<file path="src/rtl/pn2d_ram.sv">
// Generic single-write, single-read RAM with registered read data.
module pn2d_ram #(
  parameter int WIDTH = 8,
  parameter int DEPTH = 256
) (
  input  logic                     clk,
  input  logic                     we,
  input  logic [$clog2(DEPTH)-1:0] waddr,
  input  logic [WIDTH-1:0]         wdata,
  input  logic [$clog2(DEPTH)-1:0] raddr,
  output logic [WIDTH-1:0]         rdata
);

  logic [WIDTH-1:0] mem [DEPTH];

  always_ff @(posedge clk) begin
    if (we) begin
      mem[waddr] <= wdata;
    end
    rdata <= mem[raddr];
  end

endmodule

</file>
<file path="config.mk">
export PLATFORM = sky130hd
export DESIGN_NAME = pn2d_ram
export DESIGN_NICKNAME = d
export VERILOG_FILES = /design/src/rtl/pn2d_ram.sv
export SDC_FILE = /design/constraint.sdc
export NUM_CORES = 2
export LEC_CHECK = 0
export BUFFER_PORTS_ARGS = -buffer_cell sky130_fd_sc_hd__clkbuf_2
export CAP_MARGIN = 15
export CORE_MARGIN = 5
export CORE_UTILIZATION = 30
export DETAILED_ROUTE_END_ITERATION = 6
export SYNTH_ARGS = -nofsm -noshare
export SYNTH_HDL_FRONTEND = slang
export SYNTH_SLANG_ARGS = --single-unit
</file>
<file path="constraint.sdc">
create_clock -name clk -period 3.44 [get_ports clk]
set_clock_uncertainty 0.1 [all_clocks]
set_input_delay 0.688 -clock clk [delete_from_list [all_inputs] [get_ports clk]]
set_output_delay 0.688 -clock clk [all_outputs]
set_load 0.03 [all_outputs]
</file>
# After elaboration in Yosys (flattened, before gate mapping)
# Memories as Yosys holds them, arrays and structs flattened. A register that Yosys moved wholly into a read port is not among the register bits.
# Cells that the tools add are included.
[totals]
input_bits = 26
n_memories = 1
elab_cells = 3
reg_bits = 0
mem_bits_rw = 2048
out_inout_bits = 8
[memory_table]
columns = ["name", "depth", "width", "read_ports", "rd_ports_with_merged_regs", "wr", "line", "rtl"]
rows = [
  ["mem", 256, 8, 1, 1, 1, "14", "logic [WIDTH-1:0] mem [DEPTH];"],
]
[op_classes]
mux = 2
[op_table]
columns = ["operator", "count"]
rows = [
  ["2-to-1 mux 1 bit", 2],
]

# Logic depth before layout (Yosys ltp)
[depth]
word_depth = 2
mapped_depth = 11
ltp_nobuf = 6

# Worst setup path after synthesis
# OpenSTA, ideal clock, no wires.
[synth_timing]
path_kind = "input port to flip-flop"
from = "input raddr[0]"
to = "register rdata[2], read port of mem"
n_path_buf = 4
path_slack_ns = 0.714
arrival_ns = 2.495
stages = 9
cell_sequence = "buf_6 buf_12 buf_8 buf_2 mux4_2 a22oi_1 a21oi_1 nor4_1 nor4_2"
[synth_lines]
columns = ["element", "line", "rtl"]
rows = [
  ["from (decl)", "10", "input logic [$clog2(DEPTH)-1:0] raddr,"],
  ["to (decl)", "11", "output logic [WIDTH-1:0] rdata"],
]

==> Flow_metrics.wiki <==
{| class="wikitable"
! Metric !! Value
|-
| Result of the run || complete, no violations
|-
| Die boundary width || 525.0 um
|-
| Hold Path Class || in -> reg
|-
| RSZ-0062 raised after global routing || no
|-
| Quantity of hold-fixing buffers added after cts || 0
|-
| Register area || 61660 sq um
|-
| Number of synthesized register bits || 2056
|-
| Area of the multi-input gates || roughly 16000 sq um
|-
| Overall fraction of global-route tracks in use || 0.1453
|-
| Number of buffers inserted during clock tree synthesis || 206
|-
| Non-Filler Instances || 7996
|-
| Minimum setup slack in the final design || around 400 ps
|-
| Power Dens Cells || between 500 and 600 nW/um^2
|-
| HPWL Detailed || 130800 um
|-
| CTS tree || yes
|-
| Fin. Hold Viols || 0
|-
| Post-Layout Inst Area || 94490 sq um
|-
| Mean cell area of the mapped netlist || 21.31 sq um
|-
| Data required time at the worst endpoint || about 4100 ps
|-
| Final #Nets || 4310
|-
| Antenna-violating nets left || 0
|-
| Minimum clock period || roughly 3000 ps
|-
| Most used flip-flop cell after synthesis || edfxtp_1
|-
| Clock latency on the worst-skew pair || just under 900 ps
|-
| Area of the die || 275600 sq um
|-
| Max IR drop VDD || 0.4535 mV
|-
| Pin count of the biggest net entering global routing || 111
|-
| Weighted congestion reported at the end of routability-driven placement || 0.8226
|-
| Tightest slew margin relative to the limit || 0.2605
|-
| Async set or reset register ratio after synthesis || 0
|-
| Max cap viols || 0
|-
| Buffer count from post-CTS setup fixing || 0
|-
| Launching element type of the critical path || input pin
|-
| Switching power || 11310 uW
|-
| Netlist area before placement || 79560 sq um
|-
| Seq/Total Area, Yosys || 0.7750
|-
| Wire length of the first global-routing pass || 296600 um
|-
| Highest net fanout along the worst path || 17
|-
| Final setup fails || 0
|-
| Sort of element at the end of the critical path || flip-flop
|-
| Placement Rows || 189
|-
| Htree depth || 4
|-
| Start-to-end type of the worst setup path || in -> reg
|-
| Boundary pin count || 34
|-
| Highest-count cells in the layout ignoring fill and taps || 2048 x edfxtp_1, 478 x buf_4, 454 x mux4_2, 279 x nor2_1, 206 x clkbuf_16
|-
| Initial cell density of the core || 0.3006
|-
| Instance area at placement || between 80000 and 90000 sq um
|-
| Maximum frequency from static timing analysis || around 0.33 GHz
|-
| Fraction of the cycle the final worst path needs || 0.8833
|-
| Yosys warning count || 0
|-
| Static leakage power || approximately 0.03 uW
|-
| Count of filler cells inserted in the layout || 24.22k
|-
| First-pass detailed-route iteration total || 6
|-
| Via total after detailed routing || 40.55k
|-
| Overall routed net length || 204500 um
|-
| Critical Path AT || ~3700 ps
|-
| Number of distinct library cells after synthesis || 55
|-
| Clk root buf || clkbuf_16
|-
| Cells after DPL || 7609
|-
| Routed WL per cell || roughly 26 um
|-
| 1st-iter DRT viols || roughly 4.6k
|-
| Cell count after synthesis || approximately 3.7k
|-
| Cell internal pwr || roughly 40000 uW
|-
| Initial antenna violation count || 18
|-
| Maximum root-to-sink buffer count || 3
|-
| Placeable Area || 264600 sq um
|-
| TritonCTS Sinks || 2056
|-
| Clock slew at reported path FFs || 60 ps
|-
| Fraction of power consumed by sequential logic || 0.527
|-
| Layout cells sized above 1 || 0.3001
|-
| CTS-repair resized insts || 0
|-
| Setup total negative slack || 0 ps
|-
| Synthesized net count || 3759
|-
| Switching share of power || 0.2155
|-
| Detail-routed via count per cell || 5.071
|-
| Final Max Slew Viols || 0
|-
| Die Height || 525.0 um
|-
| Remaining global-route overflow || 0
|-
| Quantity of I/O buffers inserted on ports || 33
|-
| Residual DRC || 0
|-
| Worst Tran Pin Value || 1109 ps
|-
| Utilization of the core after routing || 0.3571
|-
| Vias in the first global route || 40.78k
|-
| Fraction of power consumed by the clock network || 0.420
|-
| Worst slack after detailed placement || -427.9 ps
|-
| Combinational power share || 0.053
|-
| Most common cell after layout, fill and taps aside || edfxtp_1
|-
| Area growth from synthesis to layout || 18.77%
|-
| Number of flops mapped to enable cells by yosys || 2048
|}
synth_stat cells (3+ instances only):
cell,number,area (sq um)
o211ai_1,10,75.07
nor3_1,22,110.1
buf_2,31,155.2
o32ai_1,4,35.03
nand2b_1,8,50.05
nand3_1,34,170.2
o221ai_1,46,402.9
or2_2,4,25.02
buf_4,27,202.7
o22ai_1,28,175.2
nand4_1,10,62.56
buf_1,22,82.58
a22o_1,8,70.07
nor2b_1,31,193.9
nor4_1,24,150.1
and2_1,6,37.54
buf_12,8,160.2
a21oi_1,96,480.5
nor4_2,3,37.54
o22a_1,5,43.79
nand2_1,33,123.9
nor2_1,282,1059
mux4_2,454,10220
edfxtp_1,2048,61500
o21ai_0,10,50.05
a211oi_1,16,120.1
mux2i_1,134,1341
a22oi_1,133,998.5
buf_6,21,236.5
buf_8,13,195.2
dfxtp_1,8,160.2
clkbuf_1,111,416.7
a221oi_1,13,113.9
final timing paths:
path                         start                    to  slack, ps  cells past startpoint
min                       wdata[1]  mem[83][1]$_DFFE_PP_        180                      1
max                       raddr[0]      rdata[0]$_DFF_P_        400                     10
min reg2reg  mem[230][2]$_DFFE_PP_      rdata[2]$_DFF_P_        980                      5
max reg2reg   mem[66][0]$_DFFE_PP_      rdata[0]$_DFF_P_        690                      6
final cells by class:
type / count / area share
Antenna cell: 4 / 0.0001059
Clock buffer: 275 / 0.05815
Clock inverter: 108 / 0.01291
Inverter: 2 / 0.00007945
Multi-Input combinational cell: 1442 / 0.1745
Sequential cell: 2056 / 0.6526
Tap cell: 3533 / 0.04678
Timing Repair Buffer: 576 / 0.05488
sequential cells by signal (all words and copies together), names as in the netlist:
name	flops
mem	2048
rdata	8
logic make-up (layout without fill, tap and decap cells):
group,after synthesis,count (layout),share of synthesized area
compound gates,385,385,0.03419
buf+inv,235,961,0.01831
flops,2056,2056,0.7750
mux,591,591,0.1462
other cells,0,4,0
simple gates,466,466,0.02628
worst max-delay path: stages:
cell and delay (ps):
buf_8 300, buf_12 230, buf_12 200, buf_12 170, mux4_2 500, a22oi_1 220, a21oi_1 180, nor4_1 790
buf_4 260, nor4_2 40
power groups by stage:
| stage | Sequential [uW] | Combinational, uW | Clock (uW) |
|---|---|---|---|
| after global placement | 28200 | 2780 | 0 |
| final | 27700 | 2790 | 22000 |
| after global routing | 27700 | 2950 | 23500 |
| after detailed placement | 28200 | 2810 | 0 |
| after CTS | 27700 | 2820 | 22400 |
| after floorplan | 28200 | 1340 | 0 |
through the flow:
| stage | total power (uW) | hold slack (ps) |
|---|---|---|
| 4_1_cts | 52900 | 124.1 |
| 5_1_grt | 54140 | 151.0 |
| 2_1_floorplan | 29540 | 669.9 |
| 3_5_place_dp | 31010 | 986.5 |
| 6_report | 52500 | 175.9 |
| 3_3_place_gp | 30980 | 985.5 |
layer usage:
layer | GRT usage | vias to the layer above | part of all wire
li1 | - | 16820 | -
met1 | 0.2024 | 21710 | 0.41
met2 | 0.2351 | 1743 | 0.48
met3 | 0.02599 | 271 | 0.078
met4 | 0.03974 | 6 | 0.024
met5 | 0 | - | 0.00020
(Power assumes the default switching activity.)
