`src/rtl/pn2d_pkg.sv`:
```
// Shared types and fixed-point widths of the 2-D gradient noise block.
package pn2d_pkg;

  localparam int PERM_W  = 8;   // permutation entry width
  localparam int GRAD_W  = 16;  // gradient component, signed Q3.12
  localparam int COORD_W = 32;  // coordinate, signed Q15.16
  localparam int FRAC_W  = 16;  // fraction bits of coordinates and of the datapath
  localparam int GFRAC_W = 12;  // fraction bits of gradient components
  localparam int T_W     = FRAC_W + 1;  // signed fraction in (-1, 1)
  localparam int OFS_W   = FRAC_W + 2;  // corner offset in (-2, 1)
  localparam int U_W     = 23;  // faded weight
  localparam int DOT_W   = 24;  // corner dot product
  localparam int N1_W    = 30;  // first lerp result
  localparam int N_W     = 40;  // final blend
  localparam int OUT_W   = 32;  // saturated result

  typedef enum logic [1:0] {
    OP_WR_PERM = 2'd0,
    OP_WR_GRAD = 2'd1,
    OP_EVAL    = 2'd2,
    OP_NONE    = 2'd3
  } op_t;

  typedef struct packed {
    logic valid;
    logic is_noise;
  } beat_ctl_t;

endpackage

```
`src/rtl/pn2d_fade.sv`:
```
// Four-stage quintic fade t^3*(t*(6t-15)+10) in Q.16.
module pn2d_fade (
  input  logic                           clk,
  input  logic signed [pn2d_pkg::T_W-1:0] t,
  output logic signed [pn2d_pkg::U_W-1:0] u_r
);
  import pn2d_pkg::*;

  logic signed [23:0] a;
  logic signed [40:0] m1_r;
  logic signed [33:0] m2_r;
  logic signed [T_W-1:0] t_b_r;
  logic signed [23:0] b_nxt;
  logic signed [23:0] b_r;
  logic signed [18:0] t2;
  logic signed [35:0] m3_r;
  logic signed [18:0] t3;
  logic signed [42:0] m4_r;

  assign a = (24'(t) <<< 2) + (24'(t) <<< 1) - 24'sd983040;

  always_ff @(posedge clk) begin
    m1_r  <= 41'(t) * 41'(a);
    m2_r  <= 34'(t) * 34'(t);
    t_b_r <= t;
  end

  assign b_nxt = 24'((m1_r + 41'sd32768) >>> FRAC_W) + 24'sd655360;
  assign t2    = 19'((m2_r + 34'sd32768) >>> FRAC_W);

  always_ff @(posedge clk) begin
    b_r   <= b_nxt;
    m3_r  <= 36'(t2) * 36'(t_b_r);
  end

  assign t3 = 19'((m3_r + 36'sd32768) >>> FRAC_W);

  always_ff @(posedge clk) begin
    m4_r <= 43'(t3) * 43'(b_r);
  end

  always_ff @(posedge clk) begin
    u_r <= U_W'((m4_r + 43'sd32768) >>> FRAC_W);
  end

endmodule

```
`config.mk`:
```
export PLATFORM = sky130hd
export DESIGN_NAME = pn2d_fade
export DESIGN_NICKNAME = d
export VERILOG_FILES = /design/src/rtl/pn2d_pkg.sv /design/src/rtl/pn2d_fade.sv
export SDC_FILE = /design/constraint.sdc
export NUM_CORES = 2
export LEC_CHECK = 0
export BUFFER_PORTS_ARGS = -buffer_cell sky130_fd_sc_hd__buf_4
export CELL_PAD_IN_SITES_DETAIL_PLACEMENT = 0
export CELL_PAD_IN_SITES_GLOBAL_PLACEMENT = 2
export CORE_UTILIZATION = 47
export CTS_CLUSTER_SIZE = 25
export DETAILED_ROUTE_END_ITERATION = 10
export PLACE_DENSITY = 0.86
export SETUP_SLACK_MARGIN = 0.15
export SLEW_MARGIN = 10
export SYNTH_ARGS = -nofsm -noshare
export SYNTH_HDL_FRONTEND = slang
export SYNTH_SLANG_ARGS = --single-unit
```
`constraint.sdc`:
```
create_clock -name clk -period 14.2 [get_ports clk]
set_input_delay 1.42 -clock clk [delete_from_list [all_inputs] [get_ports clk]]
set_output_delay 1.42 -clock clk [all_outputs]
set_load 0.005 [all_outputs]
```
## After elaboration in Yosys (flattened, before gate mapping)

Cells that the tools add are included.
W data, S select, Z words.

- Add/subtract/negate cells: 7
- Multipliers: 4

Operators with widths:

| cell | count |
|---|---|
| $add A39 B17 Y40 const B | 1 |
| $add A39 B17 Y39 const B | 1 |
| $mul A17 B22 Y39 | 1 |
| $mul A19 B24 Y39 | 1 |
| $add A35 B17 Y35 const B | 1 |
| $mul A18 B17 Y35 | 1 |
| $add A34 B17 Y34 const B | 1 |
| $mul A17 B17 Y34 | 1 |
| $add A24 B21 Y24 const B | 1 |
| $sub A20 B21 Y22 const B | 1 |
| $add A19 B18 Y20 | 1 |

- Register bits after elaboration: 211
- Input port bits: 18
- Output and inout bits: 23
- Logic and storage cells: 18

## Longest topological paths before layout

- Depth in word-level cells: 3
- Gate-level depth with buffers: 36
- Mapped depth without buffers: 36

## Least setup slack after synthesis

Ideal clock, no wire load.

- Path type: input -> register
- From: in t[2] in the netlist's numbering
- To: reg, netlist name m1_r[38]
- Library setup time: 0.078 ns
- Data arrival time: 9.480 ns
- Required time: 14.122 ns
- Slack: 4.642 ns
- Stages on the path: 34
- Path buffers: 1
- Path through: ha_1 > xor2_1 > ha_1 > a21o_1 > a21oi_1 > or3b_1 > a2111oi_0 > o31ai_1 > a311oi_2 > o21ai_0 > nand2_1 > a22o_1 > ha_1 > clkbuf_1 > nand2_1 > fa_1 > inv_1 > fa_1 > fa_1 > fa_1 > fa_1 > inv_1 > fa_1 > inv_1 > ha_1 > a21o_1 > a21o_1 > a21o_1 > a31oi_1 > o21ai_0 > a2111oi_0 > nor3_1 > and4_1 > nor3_1

- Cells in the longest elaborated chain, start to end: 3

Ends and longest elaborated chain:

| element | line | RTL |
|---|---|---|
| from (decl) | pn2d_fade.sv:4 | `input logic signed [pn2d_pkg::T_W-1:0] t,` |
| $add A19 B18 Y20 | pn2d_fade.sv:20 | `assign a = (24'(t) <<< 2) + (24'(t) <<< 1) - 24'sd983040;` |
| $sub A20 B21 Y22 | pn2d_fade.sv:20 |  |
| $mul A17 B22 Y39 (*) | pn2d_fade.sv:23 | `m1_r <= 41'(t) * 41'(a);` |

Every way passes the cells marked *; elsewhere a longest branch is shown, timed or not.

## Worst setup path after layout

- From: in t[2] in the netlist's numbering
- To: reg, netlist name m1_r[38]

- Cells in the longest elaborated chain, start to end: 3

Ends and longest elaborated chain:

| element | line |
|---|---|
| $add A19 B18 Y20 | pn2d_fade.sv:20 |
| $sub A20 B21 Y22 | pn2d_fade.sv:20 |
| $mul A17 B22 Y39 (*) | pn2d_fade.sv:23 |

Marks and branches as above.

==> flow_metrics.py <==
metrics = {
    "routing": {
        "first_pass_iters": 7,
        "vias_per_cell": 5.00,
        "wl_per_cell_um": 18.4,
        "drc": 0,
        "drtIter0Drc": 1891,
        "antenna_left": 0,
        "wl_um": 130000,
        "dr_total_vias": 35300,
    },
    "placed_design": {
        "globalplace.congestion": 0.840,
        "io_buffers": 40,
        "dp.final_hpwl_um": 105000,
    },
    "finish": {
        "drive_above_1_share_pct": 3.75,
        "ff_latch_area_um2": 3020,
        "num-nets-final": 7351,
        "multi_input_area_um2": 43700,
        "fillers": 10600,
        "area_delta_synth_final_pct": 5.18,
        "final_util_pct": 50.0,
    },
    "setup_path": {
        "crit_family": "adder cells",
        "rr_worst_depth": 29,
        "critPathMaxStageDelay_ns": 0.67,
        "critPathKind": "input port to flip-flop",
        "cp.arrival_ns": 11.20,
        "start_kind": "input port",
        "cpMostUsedCell": "fa_1",
        "critPathMaxFanout": 36,
        "cp-end-kind": "flip-flop",
        "worstPathRequired_ns": 14.63,
        "crit_start": "t[2]",
        "cp_slowest_cell": "nor2_1",
        "r2r-end": "m4_r[37]",
        "r2r-start": "m3_r[17]",
        "r2r_slack_ns": 5.22,
        "crit_end": "m1_r[38]",
        "path_depth": 30,
        "crit_buf_inv": 2,
    },
    "cts": {
        "post_cts_buffers": 0,
        "cts.sinks": 151,
        "cts_buffers": 17,
        "clk_path_buf_depth": 2,
        "hold_buffers": 0,
        "cts_tree": "yes",
        "ctsResizeCount": 0,
        "cts_root_buf": "clkbuf_16",
        "clkTransAtPathRegs_ns": 0.06,
        "cts_max_level": 4,
        "insertion_delay_ns": 0.52,
    },
    "synth": {
        "syn_area_um2": 52800,
        "synthFlopType": "dfxtp_1",
        "yosysWarnings": 0,
        "synth_largest_area_cell": "fa_1",
        "ys_ff_latch": 151,
        "synthArstFlopShare_pct": 0,
        "synth_most_common_cell": "inv_1",
        "syn_inst": 5641,
        "yosysSeqAreaShare_pct": 5.72,
        "synthTopCellsByCount": "1486 x inv_1, 1359 x fa_1, 723 x nand2_1",
        "netlist_top_cells_area": "fa_1 52%, inv_1 11%, ha_1 9.6%, dfxtp_1 5.7%, nand2_1 5.1%",
        "synth_cell_types": 74,
        "synth.top_cell.area_share_pct": 51.5,
        "syn_nets": 7425,
        "synth_edf_count": 0,
        "syn_avg_cell_area_um2": 9.36,
    },
    "sta": {
        "tns_ns": 0,
        "timing.final.crit_share_pct": 75.9,
        "clock_skew_ns": 0.0194,
        "fmax_ghz": 0.0928,
        "rsz0062_at_grt": "false",
        "finalHoldViolCount": 0,
        "tightest_slew_ns": 1.01,
        "drv_slew": 0,
        "finalSetupViolations": 0,
        "fin_crit_ns": 10.77,
        "max_slew_margin_pct": 32.4,
    },
    "grt": {
        "grt_overflow": 0,
        "grt_start_max_net_pins": 40,
        "grt_pass1_vias": 39700,
        "grt_pass1_wl_um": 217000,
        "globalRouteTotalUtil_pct": 24.9,
        "antenna_found_initial": 3,
    },
    "status": {
        "outcome": "finished, final reports clean",
    },
    "floorplan": {
        "die_width_um": 337,
        "dieArea_um2": 114000,
        "rows": 122,
        "start_util_pct": 47.6,
        "fp.coreArea_um2": 111000,
        "io_pins": 41,
        "die_height_um": 337,
    },
    "hold_path": {
        "hold_depth": 1,
        "min-delay-path-class": "flip-flop to flip-flop",
    },
    "run": {
        "cap_viol_max_count": 0,
    },
}
-- flip-flops by register name, summed over array words and instances (netlist names) --
name,cells
m2_r,19
m1_r,24
u_r,23
b_r,24
t_b_r,17
m3_r,20
m4_r,24
-- cell type report --
class	instances	share of cell area [%]
clock inverter	13	0.221
tap	1488	3.35
multi-input combinational	3799	78.7
timing repair buffer	106	1.43
sequential	151	5.44
clock buffer	19	0.779
antenna	2	0.00901
inverter	1492	10.1
-- layer usage --
| layer | vias to the layer above | track usage [%] | wire (um) |
|---|---|---|---|
| li1 | 16100 | - | - |
| met1 | 18200 | 34.3 | 58400 |
| met2 | 836 | 41.4 | 62000 |
| met3 | 113 | 4.25 | 7950 |
| met4 | 2 | 5.06 | 2100 |
| met5 | - | 0 | 13 |
-- cells by family (layout without fill, tap and decap cells) --
| family | Yosys count | in the layout | share of synthesized area (%) |
|---|---|---|---|
| DFF | 151 | 151 | 5.72 |
| other | 0 | 2 | 0 |
| muxes | 3 | 3 | 0.0592 |
| xor gates and xnor gates | 220 | 220 | 3.66 |
| adders and majority gates | 1766 | 1766 | 61.2 |
| AOI/OAI and AO/OA | 242 | 242 | 3.13 |
| and+or+nand+nor | 1568 | 1568 | 14.2 |
| buffers and inverters | 1691 | 1630 | 12.0 |
-- worst min path at each step --
stage | from | to
2_1_floorplan | m4_r[38] | u_r[22]
3_3_place_gp | m4_r[38] | u_r[22]
6_report | m4_r[38] | u_r[22]
3_5_place_dp | m4_r[38] | u_r[22]
4_1_cts | m4_r[38] | u_r[22]
5_1_grt | m4_r[35] | u_r[19]
-- worst reg2reg max path: cells and delay by family (launching register included) --
| family | cells | cell delay (ns) |
|---|---|---|
| buffers and inverters | 6 | 0.62 |
| adders and majority gates | 8 | 3.52 |
| DFF | 1 | 0.51 |
| xor gates and xnor gates | 1 | 0.14 |
| AOI/OAI and AO/OA | 5 | 1.61 |
| and+or+nand+nor | 9 | 2.54 |
-- per-stage QoR --
stage	cells	hold slack [ns]	worst slack, ns	area (um^2)
2_1_floorplan	5641	0.413	4.64	52800
3_3_place_gp	7036	0.438	3.08	55000
3_5_place_dp	7036	0.434	2.83	55000
4_1_cts	7068	0.451	3.36	55500
5_1_grt	7068	0.467	2.93	55500
6_report	7070	0.449	3.43	55500
-- layout by cell type, fill, tap and decap left out, drive strengths merged, types with 11 or more instances in the layout --
cell / count
o21a: 22
xor2: 51
xnor2: 169
or2: 31
nor2: 174
o21ai: 48
nand2: 723
a21o: 29
nor2b: 70
clkinv: 11
a21oi: 55
inv: 1489
nand4: 26
clkbuf: 19
fa: 1359
nor3: 39
and3: 24
dfxtp: 151
ha: 407
buf: 106
and4: 11
a31oi: 12
nand3: 52
nand2b: 24
a211oi: 11
and2: 368
Power is not shown: default switching activity piles up to over one toggle a cycle in this logic, so the estimate is an artifact.
